==> config.mk <==
export PLATFORM = sky130hd
export DESIGN_NAME = rla_divider
export DESIGN_NICKNAME = d
export VERILOG_FILES = /design/src/sv/rla_div_cell.sv /design/src/sv/rla_divider.sv
export SDC_FILE = /design/constraint.sdc
export NUM_CORES = 2
export LEC_CHECK = 0
export BUFFER_PORTS_ARGS = -buffer_cell sky130_fd_sc_hd__buf_4
export CORE_ASPECT_RATIO = 1.1
export CORE_MARGIN = 4
export CORE_UTILIZATION = 58
export DETAILED_ROUTE_END_ITERATION = 7
export PLACE_DENSITY_LB_ADDON = 0.12
export SKIP_CTS_REPAIR_TIMING = 1
export SLEW_MARGIN = 0
export SYNTH_ARGS = -nofsm -noshare
export SYNTH_HDL_FRONTEND = slang
export SYNTH_SLANG_ARGS = --single-unit
==> constraint.sdc <==
create_clock -name clock -period 3.58 [get_ports clock]
set_clock_uncertainty 0.1 [all_clocks]
set_input_delay 0.537 -clock clock [delete_from_list [all_inputs] [get_ports clock]]
set_output_delay 0.537 -clock clock [all_outputs]
set_load 0.02 [all_outputs]
==> src/sv/rla_div_cell.sv <==
`timescale 1ns / 1ps
// rla_div_cell: one restoring-division cell, produces one quotient bit.
// Standalone, no package use.
module rla_div_cell #(
   parameter int W  = 64,
   parameter int QW = 17,
   parameter int K  = 0
) (
   input  logic          clock,
   input  logic          en,
   input  logic [W-1:0]  rem_up,
   input  logic [W-1:0]  den_up,
   input  logic [QW-1:0] quo_up,
   output logic [W-1:0]  rem_dn,
   output logic [W-1:0]  den_dn,
   output logic [QW-1:0] quo_dn
);

   logic [W-1:0]  shd;
   logic          ge;
   logic [W-1:0]  rem_ff, rem_in, den_ff;
   logic [QW-1:0] quo_ff, quo_in;

   assign shd    = den_up << K;
   assign ge     = rem_up >= shd;
   assign rem_in = ge ? rem_up - shd : rem_up;
   assign quo_in = {quo_up[QW-2:0], ge};

   always_ff @(posedge clock) begin
      if (en) begin
         rem_ff <= rem_in;
         den_ff <= den_up;
         quo_ff <= quo_in;
      end
   end

   assign rem_dn = rem_ff;
   assign den_dn = den_ff;
   assign quo_dn = quo_ff;

endmodule

==> src/sv/rla_divider.sv <==
`timescale 1ns / 1ps
// rla_divider: chain of QW division cells, MSB of the quotient first.
// Uses rla_div_cell.
module rla_divider #(
   parameter int W  = 64,
   parameter int QW = 17
) (
   input  logic          clock,
   input  logic          en,
   input  logic [W-1:0]  rem_up,
   input  logic [W-1:0]  den_up,
   output logic [QW-1:0] quo_dn
);

   logic [W-1:0]  rem_w [0:QW];
   logic [W-1:0]  den_w [0:QW];
   logic [QW-1:0] quo_w [0:QW];

   assign rem_w[0] = rem_up;
   assign den_w[0] = den_up;
   assign quo_w[0] = '0;

   for (genvar i = 0; i < QW; i++) begin : g_cell
      rla_div_cell #(.W(W), .QW(QW), .K(QW-1-i)) u_cell (
         .clock  (clock),
         .en     (en),
         .rem_up (rem_w[i]),
         .den_up (den_w[i]),
         .quo_up (quo_w[i]),
         .rem_dn (rem_w[i+1]),
         .den_dn (den_w[i+1]),
         .quo_dn (quo_w[i+1])
      );
   end

   assign quo_dn = quo_w[QW];

endmodule

==> flow_metrics.env <==
export IMPL_status="finished, violations left"
export IMPL_violations="DRC, hold timing, setup timing"
export IMPL_yosysWarnings=0
export IMPL_drc=2
export IMPL_cts_tree="yes"
export IMPL_tightest_slew_ns=0.764
export IMPL_mappedNetlistArea_sq_mm=0.130
export IMPL_num_vias=103757
export IMPL_synth_seq_cells=2201
export IMPL_grt_ovfl_total=0
export IMPL_holdWs_ns=-0.00521
export IMPL_cts_root_buf="clkbuf_16"
export IMPL_synth_async_reset_ratio_pct=0
export IMPL_grt_use_total_pct=27.3
export IMPL_p_switching_w=0.0545
export IMPL_die_area_sq_mm=0.232
export IMPL_drive_above_1_share_pct=25.8
export IMPL_powerDensity_mw_per_mm2=871
export IMPL_dp_cells=17569
export IMPL_io_buffers=146
export IMPL_internal_power_w=0.0911
export IMPL_nets=16192
export IMPL_reg2reg_slack_ns=-0.67
export IMPL_maxCapViolations=0
export IMPL_post_synth_top_count_cell="edfxtp_1"
export IMPL_utilization_pct=74.9
export IMPL_crit_required_ns=4.10
export IMPL_min_to="g_cell[0].u_cell.rem_dn[31]"
export IMPL_pwr_share_comb_pct=55.3
export IMPL_reg2reg_depth=19
export IMPL_cts_sinks=2201
export IMPL_viasPerCell=5.69
export IMPL_max_freq_mhz=236
export IMPL_ys_types=96
export IMPL_htreeDepth=4
export IMPL_yosysTopAreaCellShare_pct=50.8
export IMPL_vdd_ir_drop_max_mv=0.611
export IMPL_holdCritStartpoint="rem_up[31]"
export IMPL_core_area_sq_mm=0.223
export IMPL_crit_arrival_ns=4.77
export IMPL_endpoint_kind="register"
export IMPL_synthCells=12199
export IMPL_io_pins=147
export IMPL_sw_frac_of_total_pct=37.4
export IMPL_path_clk_slew_ns=0.06
export IMPL_wl_per_cell_um=18.7
export IMPL_min_path_cells=4
export IMPL_period_minus_slack_ns=4.25
export IMPL_crit_fanout=12
export IMPL_maxSlewHeadroom_pct=48.4
export IMPL_grt_pass1_wl_um=515000
export IMPL_setup_ws_ns=-0.666
export IMPL_yosys_top_cells_count="2201 x edfxtp_1, 1170 x inv_1, 1134 x a21oi_1, 975 x nand2_1, 952 x ha_1"
export IMPL_total_power_w=0.146
export IMPL_syn_avg_cell_area_sq_um=10.7
export IMPL_grt_pass1_vias=105764
export IMPL_r2r_end="g_cell[6].u_cell.rem_dn[55]"
export IMPL_rows=182
export IMPL_critical_path_class="reg -> reg"
export IMPL_rsz0062_at_grt="true"
export IMPL_gp_congestion=1.01
export IMPL_clk_latency_ns=0.89
export IMPL_cp_start_kind="register"
export IMPL_first_pass_iters=8
export IMPL_ys_seq_area_share_pct=50.8
export IMPL_worst_hold_path_type="in -> reg"
export IMPL_synth_edf_count=2201
export IMPL_finalHoldViolCount=1
export IMPL_slew_viol_final=0
export IMPL_setup_viol=905
export IMPL_fp_dieW_um=459
export IMPL_die_h_um=505
export IMPL_post_route_period_util_pct=119
export IMPL_grt_max_degree=92
export IMPL_dp_final_hpwl_um=254000
export IMPL_synth_area_top_cells="edfxtp_1 51%, ha_1 9.2%, a21oi_1 4.4%"
export IMPL_dr_first_iter_drc_count=6085
export IMPL_yosysTopAreaCell="edfxtp_1"
export IMPL_syn_nets=13297
export IMPL_synth_main_ff_cell="edfxtp_1"
export IMPL_detail_route_antenna_nets=0
export IMPL_r2r_start="g_cell[5].u_cell.den_dn[0]"
export IMPL_clockPowerShare_pct=16.7
export IMPL_leakage_nw=74.3
export IMPL_antenna_found_initial=1
export IMPL_cts_buffers=225
export IMPL_seqPwrFrac_pct=28.0
export IMPL_syn2layout_area_growth_pct=28.7
export IMPL_start_util_pct=58.2
export IMPL_fin_cells=18233
export IMPL_wirelength_um=340000
export IMPL_ctsLongestPathBuffers=3
## registers in the layout (all words and copies together) (netlist names)
name,cells
g_cell.u_cell.quo_dn,153
g_cell.u_cell.rem_dn,1024
g_cell.u_cell.den_dn,1024
## per-layer routing
layer | track usage [%] | wire, um | vias to the layer above
li1 | - | - | 50485
met1 | 26.8 | 117000 | 48779
met2 | 52.9 | 184000 | 3224
met3 | 2.83 | 11300 | 1269
met4 | 19.0 | 27700 | 0
met5 | 0 | 0 | -
## worst max-delay path, cell delays in order (launching register included)
cell	delay [ns]
edfxtp_1	0.43
ha_2	0.21
inv_2	0.06
fa_2	0.20
a21o_1	0.12
a21oi_2	0.06
o21ai_1	0.13
o211ai_1	0.16
o32ai_2	0.40
nor3_2	0.13
o31ai_1	0.26
buf_4	0.18
a41oi_4	0.14
nor4b_2	0.27
buf_4	0.16
o21ai_2	0.07
a21oi_4	0.15
buf_12	0.19
buf_16	0.18
mux2_2	0.34
## final cells by class
type	count	area, sq um
sequential	2201	66100
multi-input combinational	8406	60400
fill	14551	56100
timing repair buffer	3090	25000
clock buffer	259	5780
inverter	1170	4390
tap	2944	3680
clock inverter	161	1980
antenna	2	5.00
## power groups by stage
stage / clock [W] / sequential [W] / combinational, W
2_1_floorplan: 0 / 0.0397 / 0.0460
3_3_place_gp: 0 / 0.0408 / 0.0725
3_5_place_dp: 0 / 0.0411 / 0.0746
4_1_cts: 0.0247 / 0.0406 / 0.0752
5_1_grt: 0.0258 / 0.0414 / 0.0876
6_report: 0.0243 / 0.0408 / 0.0806
## cells by family after synthesis
kind of cell	after synthesis	synth area share, %
xor gates and xnor gates	802	5.40
AOI/OAI and AO/OA	3616	17.3
adders and majority gates	968	9.41
muxes	285	2.45
and+or+nand+nor	2735	9.94
DFF	2201	50.8
buffers and inverters	1592	4.71
## worst max path at each step
stage                                           start                           end  slack [ns]  cells after the start
after floorplan           g_cell[13].u_cell.rem_dn[2]  g_cell[14].u_cell.rem_dn[56]       -0.06                     16
after global placement                     rem_up[16]   g_cell[0].u_cell.rem_dn[58]       -1.11                     18
after detailed placement                   rem_up[16]   g_cell[0].u_cell.rem_dn[58]       -1.09                     18
after CTS                 g_cell[0].u_cell.rem_dn[27]   g_cell[1].u_cell.rem_dn[26]       -1.11                     15
after global routing       g_cell[5].u_cell.den_dn[0]   g_cell[6].u_cell.rem_dn[55]       -0.85                     19
final                      g_cell[5].u_cell.den_dn[0]   g_cell[6].u_cell.rem_dn[55]       -0.67                     19
## placed cells by master, fill, tap and decap left out, drive strengths merged, types with 39 or more instances in the layout
| master | n |
|---|---|
| nand4 | 196 |
| and3 | 82 |
| nand3 | 186 |
| and2 | 48 |
| nand2b | 120 |
| o211ai | 47 |
| a211oi | 79 |
| xnor2 | 470 |
| nand2 | 975 |
| inv | 1176 |
| o21bai | 167 |
| nor3 | 115 |
| o21a | 92 |
| o21ai | 915 |
| o31ai | 75 |
| clkinv | 110 |
| buf | 2945 |
| xor2 | 332 |
| ha | 952 |
| dlygate4sd3 | 128 |
| nor2b | 129 |
| edfxtp | 2201 |
| a21o | 641 |
| nor4 | 54 |
| a21boi | 41 |
| mux2 | 267 |
| a31oi | 111 |
| or3 | 39 |
| nor2 | 648 |
| a21oi | 1136 |
| clkbuf | 276 |
## through the flow
stage / setup slack, ns / instance area, sq um / TNS (ns)
2_1_floorplan: -0.0621 / 131000 / -3.09
3_3_place_gp: -1.11 / 155000 / -452.95
3_5_place_dp: -1.09 / 155000 / -517.59
4_1_cts: -1.11 / 163000 / -512.95
5_1_grt: -0.851 / 167000 / -458.77
6_report: -0.666 / 167000 / -339.88
No activity file was read; power rests on OpenSTA's default activity.
